**config.mk**
```make
export PLATFORM = sky130hd
export DESIGN_NAME = multi_timer_expiry_queue
export DESIGN_NICKNAME = d
export VERILOG_FILES = /design/src/mteq_pkg.sv /design/src/mteq_store.sv /design/src/mteq_order.sv /design/src/multi_timer_expiry_queue.sv
export SDC_FILE = /design/constraint.sdc
export NUM_CORES = 2
export LEC_CHECK = 0
export BUFFER_PORTS_ARGS = -buffer_cell sky130_fd_sc_hd__buf_2
export CORE_MARGIN = 3
export CORE_UTILIZATION = 35
export DETAILED_ROUTE_END_ITERATION = 7
export PLACE_DENSITY = 0.6
export SLEW_MARGIN = 20
export SYNTH_ARGS = -nofsm -noshare
export SYNTH_HDL_FRONTEND = slang
export SYNTH_SLANG_ARGS = --single-unit
```
**constraint.sdc**
```tcl
create_clock -name clk -period 11.25 [get_ports clk]
set_input_delay 2.25 -clock clk [delete_from_list [all_inputs] [get_ports clk]]
set_output_delay 2.25 -clock clk [all_outputs]
set_load 0.02 [all_outputs]
```
**src/mteq_pkg.sv**
```systemverilog
`timescale 1ns / 1ps
// ----------------------------------------------------------------------------
// mteq_pkg
// Types and codes shared by the timer expiry queue modules.
// ----------------------------------------------------------------------------
package mteq_pkg;

	typedef struct packed {
		logic [2:0]         operation;
		logic [4:0]         timer_index;
		logic [7:0]         channel;
		logic signed [31:0] payload;
		logic [31:0]        delay;
		logic               system_owned;
	} mteq_in_t;

	typedef struct packed {
		logic               kind;
		logic [4:0]         entry;
		logic [7:0]         dest_channel;
		logic signed [31:0] message;
		logic               ok;
		logic               task_switch;
		logic               last;
	} mteq_out_t;

	// memory write strobes from the sequencer
	typedef struct packed {
		logic cfg_we;
		logic arm_we;
	} mteq_wr_t;

	localparam logic [2:0] OP_ALLOC  = 3'd0;
	localparam logic [2:0] OP_FREE   = 3'd1;
	localparam logic [2:0] OP_SETUP  = 3'd2;
	localparam logic [2:0] OP_ARM    = 3'd3;
	localparam logic [2:0] OP_CANCEL = 3'd4;
	localparam logic [2:0] OP_TICK   = 3'd5;
	localparam logic [2:0] OP_PURGE  = 3'd6;

	localparam logic [1:0] ST_FREE  = 2'd0;
	localparam logic [1:0] ST_ALLOC = 2'd1;
	localparam logic [1:0] ST_ARMED = 2'd2;

	localparam logic KIND_STATUS = 1'b0;
	localparam logic KIND_EXPIRY = 1'b1;

	localparam logic CFG_ENABLE = 1'b0;
	localparam logic CFG_INDEX  = 1'b1;

endpackage

```
**src/mteq_store.sv**
```systemverilog
`timescale 1ns / 1ps
// ----------------------------------------------------------------------------
// mteq_store
// Per-entry memories: setup data and arm data, one write and one read port.
// ----------------------------------------------------------------------------
module mteq_store #(
	parameter int IW = 5,
	parameter int CW = 8
) (
	input  logic                  clk,
	input  mteq_pkg::mteq_wr_t    wr,
	input  logic [IW-1:0]         wr_addr,
	input  logic [CW-1:0]         wr_chan,
	input  logic signed [31:0]    wr_payload,
	input  logic [31:0]           wr_deadline,
	input  logic [31:0]           wr_stamp,
	input  logic [IW-1:0]         rd_addr,
	output logic [CW-1:0]         rd_chan,
	output logic signed [31:0]    rd_payload,
	output logic [31:0]           rd_deadline,
	output logic [31:0]           rd_stamp
);
	import mteq_pkg::*;

	localparam int DEPTH = 2 ** IW;

	logic [CW+31:0] cfg_mem [DEPTH];
	logic [63:0]    arm_mem [DEPTH];

	always_ff @(posedge clk) begin
		if (wr.cfg_we) begin
			cfg_mem[wr_addr] <= {wr_chan, wr_payload};
		end
		{rd_chan, rd_payload} <= cfg_mem[rd_addr];
	end

	always_ff @(posedge clk) begin
		if (wr.arm_we) begin
			arm_mem[wr_addr] <= {wr_deadline, wr_stamp};
		end
		{rd_deadline, rd_stamp} <= arm_mem[rd_addr];
	end

endmodule

```
**src/mteq_order.sv**
```systemverilog
`timescale 1ns / 1ps
// ----------------------------------------------------------------------------
// mteq_order
// Compare unit: does a candidate fire before the current best.
// ----------------------------------------------------------------------------
module mteq_order (
	input  logic [31:0] seq,
	input  logic [31:0] cand_deadline,
	input  logic [31:0] cand_stamp,
	input  logic [31:0] best_deadline,
	input  logic [31:0] best_age,
	output logic [31:0] cand_age,
	output logic        cand_first
);
	// age is distance back from the arm counter, smaller is more recent
	assign cand_age = seq - cand_stamp;

	always_comb begin
		if (cand_deadline != best_deadline) begin
			cand_first = cand_deadline < best_deadline;
		end else begin
			cand_first = cand_age < best_age;
		end
	end

endmodule

```
**src/multi_timer_expiry_queue.sv**
```systemverilog
`timescale 1ns / 1ps
// ----------------------------------------------------------------------------
// multi_timer_expiry_queue
// Pool of software timers on one tick count, firing in deadline order.
// ----------------------------------------------------------------------------
//  channel | signals                                  | transfer when
//  --------+------------------------------------------+----------------------
//  in      | in_valid, in_stall, in_item              | valid and not stall
//  out     | out_valid, out_stall, out_item           | valid and not stall
//  cfg     | cfg_valid, cfg_ready, cfg_index, cfg_data| valid and ready
//
//  free, setup, arm, cancel and unused codes go from decode straight to status
//  allocate is a linear search of entry status for the lowest free entry
//  cancel all makes one memory read per entry
//  tick makes one pass of the compare unit over the memory for each entry that
//  fires and one more that finds none; each pass picks the next entry to fire
//  out stalls hold the sequencer on the pending result; no clearing pass
//  after reset, entry status flops clear at once
// ----------------------------------------------------------------------------
module multi_timer_expiry_queue #(
	parameter int NUM_TIMERS   = 32,
	parameter int CHANNEL_BITS = 8
) (
	input  logic                clk,
	input  logic                arst_n,
	input  logic                in_valid,
	output logic                in_stall,
	input  mteq_pkg::mteq_in_t  in_item,
	output logic                out_valid,
	input  logic                out_stall,
	output mteq_pkg::mteq_out_t out_item,
	input  logic                cfg_valid,
	output logic                cfg_ready,
	input  logic                cfg_index,
	input  logic [4:0]          cfg_data
);
	import mteq_pkg::*;

	localparam int IW   = (NUM_TIMERS > 1) ? $clog2(NUM_TIMERS) : 1;
	localparam int CNTW = $clog2(NUM_TIMERS + 1);
	localparam int CW   = (CHANNEL_BITS < 8) ? CHANNEL_BITS : 8;

	// sequencer states
	localparam logic [3:0] S_IDLE     = 4'd0;
	localparam logic [3:0] S_DECODE   = 4'd1;
	localparam logic [3:0] S_ALLOC    = 4'd2;
	localparam logic [3:0] S_PURGE_RD = 4'd3;
	localparam logic [3:0] S_PURGE_CK = 4'd4;
	localparam logic [3:0] S_SCAN_RD  = 4'd5;
	localparam logic [3:0] S_SCAN_CK  = 4'd6;
	localparam logic [3:0] S_FIRE     = 4'd7;
	localparam logic [3:0] S_STATUS   = 4'd8;

	logic [3:0]      state_q;
	mteq_in_t        item_q;
	logic [CNTW-1:0] cnt_q;
	logic [31:0]     tick_q;
	logic [31:0]     seq_q;
	logic [1:0]      status_q [NUM_TIMERS];
	logic            sys_q    [NUM_TIMERS];
	logic            ok_q;
	logic [IW-1:0]   ent_q;
	logic            ts_q;
	logic            found_q;
	logic [IW-1:0]   best_idx_q;
	logic [31:0]     best_dl_q;
	logic [31:0]     best_age_q;
	logic [CW-1:0]   best_chan_q;
	logic [31:0]     best_pay_q;
	logic            tt_en_q;
	logic [4:0]      tt_idx_q;
	logic            out_valid_q;
	mteq_out_t       out_q;

	// memory side
	mteq_wr_t        wr;
	logic [IW-1:0]   cnt_idx;
	logic [IW-1:0]   op_idx;
	logic            op_idx_ok;
	logic [CW-1:0]   op_chan;
	logic [CW-1:0]   rd_chan;
	logic [31:0]     rd_payload;
	logic [31:0]     rd_deadline;
	logic [31:0]     rd_stamp;
	logic [31:0]     cand_age;
	logic            cand_first;
	logic            scan_end;
	logic            slot_free;
	logic            is_task;
	logic            out_load;

	assign cnt_idx   = cnt_q[IW-1:0];
	assign op_idx    = IW'(item_q.timer_index);
	assign op_idx_ok = 32'(item_q.timer_index) < NUM_TIMERS;
	assign op_chan   = CW'(item_q.channel);
	assign scan_end  = cnt_q == CNTW'(NUM_TIMERS);
	// output register empties this cycle or already is empty
	assign slot_free = !out_valid_q || !out_stall;
	assign is_task   = tt_en_q && (32'(best_idx_q) == 32'(tt_idx_q));
	// a new result enters the output register this cycle
	assign out_load  = slot_free &&
	                   ((state_q == S_FIRE && !is_task) || state_q == S_STATUS);

	assign in_stall  = state_q != S_IDLE;
	assign cfg_ready = 1'b1;
	assign out_valid = out_valid_q;
	assign out_item  = out_q;

	// setup writes channel and payload, arm writes deadline and stamp
	always_comb begin
		wr.cfg_we = 1'b0;
		wr.arm_we = 1'b0;
		if (state_q == S_DECODE && op_idx_ok && status_q[op_idx] != ST_FREE) begin
			wr.cfg_we = item_q.operation == OP_SETUP;
			wr.arm_we = item_q.operation == OP_ARM;
		end
	end

	mteq_store #(
		.IW (IW),
		.CW (CW)
	) u_store (
		.clk         (clk),
		.wr          (wr),
		.wr_addr     (op_idx),
		.wr_chan     (op_chan),
		.wr_payload  (item_q.payload),
		.wr_deadline (item_q.delay + tick_q),
		.wr_stamp    (seq_q + 32'd1),
		.rd_addr     (cnt_idx),
		.rd_chan     (rd_chan),
		.rd_payload  (rd_payload),
		.rd_deadline (rd_deadline),
		.rd_stamp    (rd_stamp)
	);

	mteq_order u_order (
		.seq           (seq_q),
		.cand_deadline (rd_deadline),
		.cand_stamp    (rd_stamp),
		.best_deadline (best_dl_q),
		.best_age      (best_age_q),
		.cand_age      (cand_age),
		.cand_first    (cand_first)
	);

	always_ff @(posedge clk or negedge arst_n) begin
		if (!arst_n) begin
			state_q     <= S_IDLE;
			item_q      <= '0;
			cnt_q       <= '0;
			tick_q      <= '0;
			seq_q       <= '0;
			ok_q        <= 1'b0;
			ent_q       <= '0;
			ts_q        <= 1'b0;
			found_q     <= 1'b0;
			best_idx_q  <= '0;
			best_dl_q   <= '0;
			best_age_q  <= '0;
			best_chan_q <= '0;
			best_pay_q  <= '0;
			tt_en_q     <= 1'b0;
			tt_idx_q    <= '0;
			out_valid_q <= 1'b0;
			out_q       <= '0;
			for (int i = 0; i < NUM_TIMERS; i++) begin
				status_q[i] <= ST_FREE;
				sys_q[i]    <= 1'b0;
			end
		end else begin
			// configuration, to be written by the user only while idle; the block does not enforce it
			if (cfg_valid && cfg_ready) begin
				unique case (cfg_index)
					CFG_ENABLE: tt_en_q  <= cfg_data[0];
					CFG_INDEX:  tt_idx_q <= cfg_data;
					default:    ;
				endcase
			end

			if (out_valid_q && !out_stall && !out_load) begin
				out_valid_q <= 1'b0;
			end

			unique case (state_q)
				S_IDLE: begin
					if (in_valid) begin
						item_q  <= in_item;
						ok_q    <= 1'b0;
						ent_q   <= '0;
						ts_q    <= 1'b0;
						cnt_q   <= '0;
						found_q <= 1'b0;
						state_q <= S_DECODE;
					end
				end
				S_DECODE: begin
					unique case (item_q.operation)
						OP_ALLOC: state_q <= S_ALLOC;
						OP_TICK:  state_q <= S_SCAN_RD;
						OP_PURGE: state_q <= S_PURGE_RD;
						default:  state_q <= S_STATUS;
					endcase
					unique case (item_q.operation)
						OP_FREE: begin
							if (op_idx_ok) begin
								status_q[op_idx] <= ST_FREE;
							end
						end
						OP_SETUP: begin
							if (op_idx_ok && status_q[op_idx] != ST_FREE) begin
								sys_q[op_idx] <= item_q.system_owned;
							end
						end
						OP_ARM: begin
							if (op_idx_ok && status_q[op_idx] != ST_FREE) begin
								seq_q            <= seq_q + 32'd1;
								status_q[op_idx] <= ST_ARMED;
							end
						end
						OP_CANCEL: begin
							if (op_idx_ok && status_q[op_idx] == ST_ARMED) begin
								status_q[op_idx] <= ST_ALLOC;
								ok_q             <= 1'b1;
							end
						end
						OP_TICK: tick_q <= tick_q + 32'd1;
						default: ;
					endcase
				end
				// lowest free entry, one entry a cycle
				S_ALLOC: begin
					if (scan_end) begin
						state_q <= S_STATUS;
					end else if (status_q[cnt_idx] == ST_FREE) begin
						status_q[cnt_idx] <= ST_ALLOC;
						sys_q[cnt_idx]    <= 1'b1;
						ok_q              <= 1'b1;
						ent_q             <= cnt_idx;
						state_q           <= S_STATUS;
					end else begin
						cnt_q <= cnt_q + CNTW'(1);
					end
				end
				// memory read issued here, data checked next cycle
				S_PURGE_RD: begin
					state_q <= scan_end ? S_STATUS : S_PURGE_CK;
				end
				S_PURGE_CK: begin
					if (status_q[cnt_idx] != ST_FREE && !sys_q[cnt_idx] &&
					    rd_chan == op_chan) begin
						status_q[cnt_idx] <= ST_FREE;
					end
					cnt_q   <= cnt_q + CNTW'(1);
					state_q <= S_PURGE_RD;
				end
				// one pass finds the next entry due to fire
				S_SCAN_RD: begin
					if (scan_end) begin
						state_q <= found_q ? S_FIRE : S_STATUS;
					end else begin
						state_q <= S_SCAN_CK;
					end
				end
				S_SCAN_CK: begin
					if (status_q[cnt_idx] == ST_ARMED && rd_deadline <= tick_q &&
					    (!found_q || cand_first)) begin
						found_q     <= 1'b1;
						best_idx_q  <= cnt_idx;
						best_dl_q   <= rd_deadline;
						best_age_q  <= cand_age;
						best_chan_q <= rd_chan;
						best_pay_q  <= rd_payload;
					end
					cnt_q   <= cnt_q + CNTW'(1);
					state_q <= S_SCAN_RD;
				end
				S_FIRE: begin
					if (is_task || slot_free) begin
						status_q[best_idx_q] <= ST_ALLOC;
						cnt_q                <= '0;
						found_q              <= 1'b0;
						state_q              <= S_SCAN_RD;
						if (is_task) begin
							ts_q <= 1'b1;
						end else begin
							out_valid_q        <= 1'b1;
							out_q.kind         <= KIND_EXPIRY;
							out_q.entry        <= 5'(best_idx_q);
							out_q.dest_channel <= 8'(best_chan_q);
							out_q.message      <= best_pay_q;
							out_q.ok           <= 1'b0;
							out_q.task_switch  <= 1'b0;
							out_q.last         <= 1'b0;
						end
					end
				end
				S_STATUS: begin
					if (slot_free) begin
						out_valid_q        <= 1'b1;
						out_q.kind         <= KIND_STATUS;
						out_q.entry        <= 5'(ent_q);
						out_q.dest_channel <= '0;
						out_q.message      <= '0;
						out_q.ok           <= ok_q;
						out_q.task_switch  <= ts_q;
						out_q.last         <= 1'b1;
						state_q            <= S_IDLE;
					end
				end
				default: state_q <= S_IDLE;
			endcase
		end
	end

endmodule
```
Word level (Yosys, flattened, before mapping)
Memories as Yosys holds them, arrays and structs flattened. A register that Yosys moved wholly into a read port is not among the register bits. Index checks and enable logic that the tools add are counted.

ROM bits: 0. Register bits: 424. Bits in latches: 0. Input bits: 92. Logic and storage cells: 300. Output and inout bits: 52. Bits in writable memories: 3328. Memories: 2.

Memories: u_store.arm_mem (words 32, width 64, read ports 1, clocked after memory_dff 1, wr ports 1, line mteq_store.sv:28) `logic [63:0] arm_mem [DEPTH];`; u_store.cfg_mem (words 32, width 40, read ports 1, clocked after memory_dff 1, wr ports 1, line mteq_store.sv:27) `logic [CW+31:0] cfg_mem [DEPTH];`.

Shift-type cells: 0. Reduce and logical (&&, ||, !) cells: 53. Add/sub/neg operators: 5. Mux-type cells: 79. Equal/unequal tests: 38. Multipliers: 0. Div/mod/pow operators: 0. Bitwise operators: 21. $lt $le $gt $ge: 9.

Operators by type and width (count): 64-bit 2-to-1 mux (6); 64-bit one-hot mux with 4 select lines (1); 64-bit one-hot mux with 3 select lines (1); 32-bit bitwise OR (5); 49-bit 2-to-1 mux (3); 32-bit bitwise AND (4); 64-bit bitwise AND (2); 32-bit 2-to-1 mux (4); 32-bit inverter (4); 64-bit inverter (2); 49-bit one-hot mux with 2 select lines (1); 32-bit by 1-bit adder with 32-bit output (second input constant) (2); 32-bit less-than comparator (2); 32-bit one-hot mux with 2 select lines (1); 4-bit one-hot mux with 9 select lines (1); 32-bit adder (1); 32-bit bitwise mux (1); 32-bit less-or-equal comparator (1); 4-bit 2-to-1 mux (8); 32-bit inequality test (1); 32-bit subtractor (1); 2-bit demux with 5-bit select (3); 6-bit 2-to-1 mux (4); 6-bit one-hot mux with 4 select lines (1); 46 further kinds (145).

Longest topological paths before layout
Word-level depth: 12. Mapped depth: 23. Mapped depth without buffers: 21.

By module
From an unflattened synthesis, not the netlist that was laid out.

Cells, all modules: 9056. Area, all modules: 155340.2 µm².

By module, submodules not included: mteq_store (area each 128648.4 µm², sequential area each 102017.8 µm², times used 1, cells each 6109); multi_timer_expiry_queue (area each 23354.9 µm², sequential area each 10610.2 µm², times used 1, cells each 2463); mteq_order (area each 3337.0 µm², sequential area each 0.0 µm², times used 1, cells each 484).

Least setup slack after synthesis
Ideal clock, no wire load.

Kind: flip-flop to flip-flop. Start: register item_q (netlist bit op_idx[1]). End: memory u_store.arm_mem[12][0] (enable). Setup time: 0.487 ns. Path slack: 5.760 ns. Required time: 10.763 ns. Buffers on the path: 3. Arrival: 5.004 ns. Clock period less this slack: 5.490 ns. Cell stages (with the launch flop): 11. Path through: dfrtp_1 buf_2 or2_2 o221ai_1 a221oi_1 a31o_2 nor2b_1 or3_1 clkbuf_1 buf_1 nor2_1.

Longest elaborated chain between the ends: 9.

Ends and longest elaborated chain: start, declared (line multi_timer_expiry_queue.sv:55) `mteq_in_t item_q;`; start signal, assigned (line multi_timer_expiry_queue.sv:188) `item_q <= in_item;`; 5-bit inverter with 6-bit output (implied by the code) (line multi_timer_expiry_queue.sv:113) `if (state_q == S_DECODE && op_idx_ok && status_q[op_idx] != ST_FREE) begin`; 2-bit binary-select mux with 5-bit select (line multi_timer_expiry_queue.sv:113); 2-bit 2-to-1 mux (implied by the code) (2 in series) (line multi_timer_expiry_queue.sv:113); 2-bit nonzero test (line multi_timer_expiry_queue.sv:113); 1-bit logical AND (line multi_timer_expiry_queue.sv:113); 2-bit 2-to-1 mux (line multi_timer_expiry_queue.sv:113); 1-bit 2-to-1 mux (line mteq_store.sv:38) `if (wr.arm_we) begin`; 1-bit 2-to-1 mux (implied by the code) (line mteq_store.sv:39) `arm_mem[wr_addr] <= {wr_deadline, wr_stamp};`; end, declared (line mteq_store.sv:28).

Parallel ways exist; a longest one is shown, timed or not. The select of a mux whose other input is x is not followed.

Worst setup path in the final report
Start: register seq_q[0]. End: register best_pay_q[0].

Longest elaborated chain between the ends: 6.

Ends and longest elaborated chain: start, declared (line multi_timer_expiry_queue.sv:58) `logic [31:0] seq_q;`; start signal, assigned (line multi_timer_expiry_queue.sv:217) `seq_q <= seq_q + 32'd1;`; 32-bit subtractor (line mteq_order.sv:16) `assign cand_age = seq - cand_stamp;`; net cand_age[18] (line multi_timer_expiry_queue.sv:85) `logic [31:0] cand_age;`; 32-bit less-than comparator (line mteq_order.sv:22) `cand_first = cand_age < best_age;`; 1-bit 2-to-1 mux (line mteq_order.sv:19) `if (cand_deadline != best_deadline) begin`; 1-bit logical OR (line multi_timer_expiry_queue.sv:267) `(!found_q || cand_first)) begin`; 1-bit logical AND (line multi_timer_expiry_queue.sv:266) `if (status_q[cnt_idx] == ST_ARMED && rd_deadline <= tick_q &&`; 2-bit AND reduction (no line); end signal, assigned (line multi_timer_expiry_queue.sv:273) `best_pay_q <= rd_payload;`; end, declared (line multi_timer_expiry_queue.sv:69) `logic [31:0] best_pay_q;`.

The timed path passes the listed nets, and every way through them passes these cells. A chain may end at the register's enable or synchronous reset.

==> results.json <==
{
  "first_global_vias": 83042,
  "yosys-top-cells-area": "edfxtp_1, mux4_2, dfrtp_1, a22oi_1, mux2_2",
  "yosys.area.top_type": "edfxtp_1",
  "initial_core_util": 0.352,
  "hp-class": "reg -> reg",
  "multi_input_area_um2": 39600,
  "grt_pass1_wl_um": 623000,
  "layout.nets": 8638,
  "finalSetupViolCount": 0,
  "rsz0062_at_grt": "no",
  "cp.required_ps": 12080,
  "crit_type": "reg -> reg",
  "fmax_mhz": 143,
  "crit_path_start_kind": "flop",
  "dpl_worst_slack_ps": 4340,
  "layout_commonest_cell": "edfxtp_1",
  "vias": 83175,
  "rows": 242,
  "dr.pass1.iters": 6,
  "cts_root_buffer": "clkbuf_16",
  "gr-usage-all-layers": 0.193,
  "fin_crit_sh": 0.622,
  "ys.flop_type": "edfxtp_1",
  "syn_area_um2": 153000,
  "dieHeight_um": 668,
  "wl_per_cell_um": 30.4,
  "layout_common_cells": "edfxtp_1, mux4_2, dfrtp_1",
  "drv_slew": 0,
  "powerDensity_nw_per_um2": 223,
  "routed_wl_um": 439000,
  "ant_nets": 0,
  "ir_worst_vdd_mv": 0.193,
  "vias_per_cell": 5.75,
  "cts_sinks": 3856,
  "drive_gt1_frac": 0.247,
  "clk_pin_slew_ps": 60,
  "tightest_slew_ps": 1200,
  "synth_cells": 8070,
  "gp_congestion": 0.871,
  "power.total_mw": 39.1,
  "drcViolationCount": 0,
  "dp_hpwl_um": 229000,
  "synth_top_area_frac": 0.652,
  "register_area_um2": 113000,
  "final.min_clock_period_ps": 7000,
  "htreeDepth": 5,
  "postCtsSetupBuffers": 0,
  "die_x_um": 668,
  "ios": 144,
  "ys_warn_count": 0,
  "yosysUniqueCellTypes": 79,
  "syn2layout_area_growth_pct": 14.6,
  "utilization": 0.403,
  "worstSetupEndpointType": "flop",
  "fillCellCount": 38333,
  "port_buffers": 142,
  "dieArea_um2": 446000,
  "maxCapViolations": 0,
  "synth_edf_count": 3328,
  "hold_viol": 0,
  "cts_hold_buf": 0,
  "synth_seq_cells": 3856,
  "ff2ff_setup_slack_ps": 4250,
  "synth-seq-area-share": 0.734,
  "insertion_delay_ps": 990,
  "timing.setup.tns_ps": 0,
  "cts_buffers": 393,
  "syn_nets": 8327,
  "avgSynthCellArea_um2": 19.0,
  "p_leak_nw": 56.9,
  "fin_ws_ps": 4250,
  "async_flop_share": 0.110,
  "r2r_end": "best_pay_q[0]",
  "cp_max_fo": 69,
  "clock_skew_ps": 92.5,
  "r2r-start": "seq_q[0]",
  "postCtsResizedCells": 0,
  "max_slew_margin": 0.201,
  "startpoint": "seq_q[0]",
  "clockBufferDepth": 4,
  "grt_max_degree": 150,
  "cts_tree": "yes",
  "grt_antenna_before_repair": 15,
  "drtIter0Drc": 10905,
  "r2r_cells": 22,
  "core_um2": 435000,
  "gr-total-overflow": 0,
  "status": "finished, final reports clean",
  "worstHoldStart": "u_store.rd_payload[24]",
  "arrival_ps": 7830,
  "cp-endpoint": "best_pay_q[0]"
}
logic make-up (layout without fill, tap and decap cells):
family	count (synthesis)	after routing	synth area share
xor+xnor	162	162	0.00925
compound gates	1122	1122	0.0509
flops	3856	3856	0.734
fa+ha+maj	165	165	0.0136
buf+inv	635	1289	0.0162
simple gates	1001	1001	0.0316
mux	1128	1128	0.144
other cells	1	4	0.0000245
report_power, final:
group | internal [mW] | total, mW | switching (mW)
Combinational | 3.17 | 7.41 | 4.24
Clock | 7.49 | 13.0 | 5.53
Sequential | 17.5 | 18.7 | 1.17
worst max-delay path, stage by stage (launching register included):
cell and delay (ps):
dfrtp_1 370, inv_1 420, ha_1 450, fa_1 420
nand2b_1 180, a21oi_1 250, o2111ai_1 200, a21oi_1 490
o21ai_0 260, a211oi_1 370, nor3_1 90, or4_1 550
ha_1 310, o21ai_0 80, nor2_1 80, o21ai_0 90
nand2_1 80, o2111ai_1 110, a21oi_1 180, a211o_1 140
a211o_4 600, buf_12 560, mux2_2 410
flip-flops by register name, indices dropped and copies added, names as in the netlist, 49 cells and up, named ones only:
| signal | count |
|---|---|
| item_q | 68 |
| out_item | 49 |
| status_q | 63 |
| u_store.arm_mem | 2048 |
| u_store.cfg_mem | 1280 |
stage by stage:
| stage | hold slack [ps] | instance area [µm²] | std cells |
|---|---|---|---|
| floorplan | 440 | 153000 | 8070 |
| global placement | 445 | 162000 | 13716 |
| detailed placement | 450 | 162000 | 13718 |
| CTS | 460 | 175000 | 14456 |
| global route | 468 | 176000 | 14461 |
| finish | 457 | 176000 | 14461 |
layer usage:
layer  track usage  wire length (µm)
met5             0                23
met3        0.0284             34300
met2         0.312            211000
met1         0.274            184000
met4        0.0468             10500
cell usage after synthesis, drive strengths merged, types with 21 or more instances:
| cell type | n |
|---|---|
| nand3 | 76 |
| xnor2 | 118 |
| a21oi | 173 |
| a21o | 49 |
| nor2 | 222 |
| clkbuf | 300 |
| ha | 163 |
| nand2 | 273 |
| dfxtp | 104 |
| nor2b | 21 |
| xor2 | 44 |
| o21ai | 246 |
| mux2 | 201 |
| edfxtp | 3328 |
| and3 | 75 |
| mux4 | 843 |
| buf | 140 |
| inv | 193 |
| a221o | 32 |
| a222oi | 27 |
| and2 | 31 |
| nor3 | 109 |
| dfrtp | 424 |
| nand4 | 125 |
| mux2i | 84 |
| a22oi | 398 |
| o221ai | 48 |
area by class of cell:
class                      instances  area share
sequential                      3856       0.641
multi-input combinational       3579       0.226
clock buffer                     573      0.0639
tap                             5734      0.0408
timing repair buffer             356      0.0146
clock inverter                   165     0.00973
inverter                         195     0.00417
antenna                            3   0.0000427
worst min-delay path by stage:
stage                           to  slack, ps  cells after the start
finish              best_pay_q[24]        460                      1
global route        best_pay_q[29]        470                      1
CTS                 best_pay_q[24]        460                      1
detailed placement  best_pay_q[20]        450                      1
global placement    best_pay_q[22]        450                      1
floorplan            best_pay_q[0]        440                      1
(Power assumes the default switching activity.)
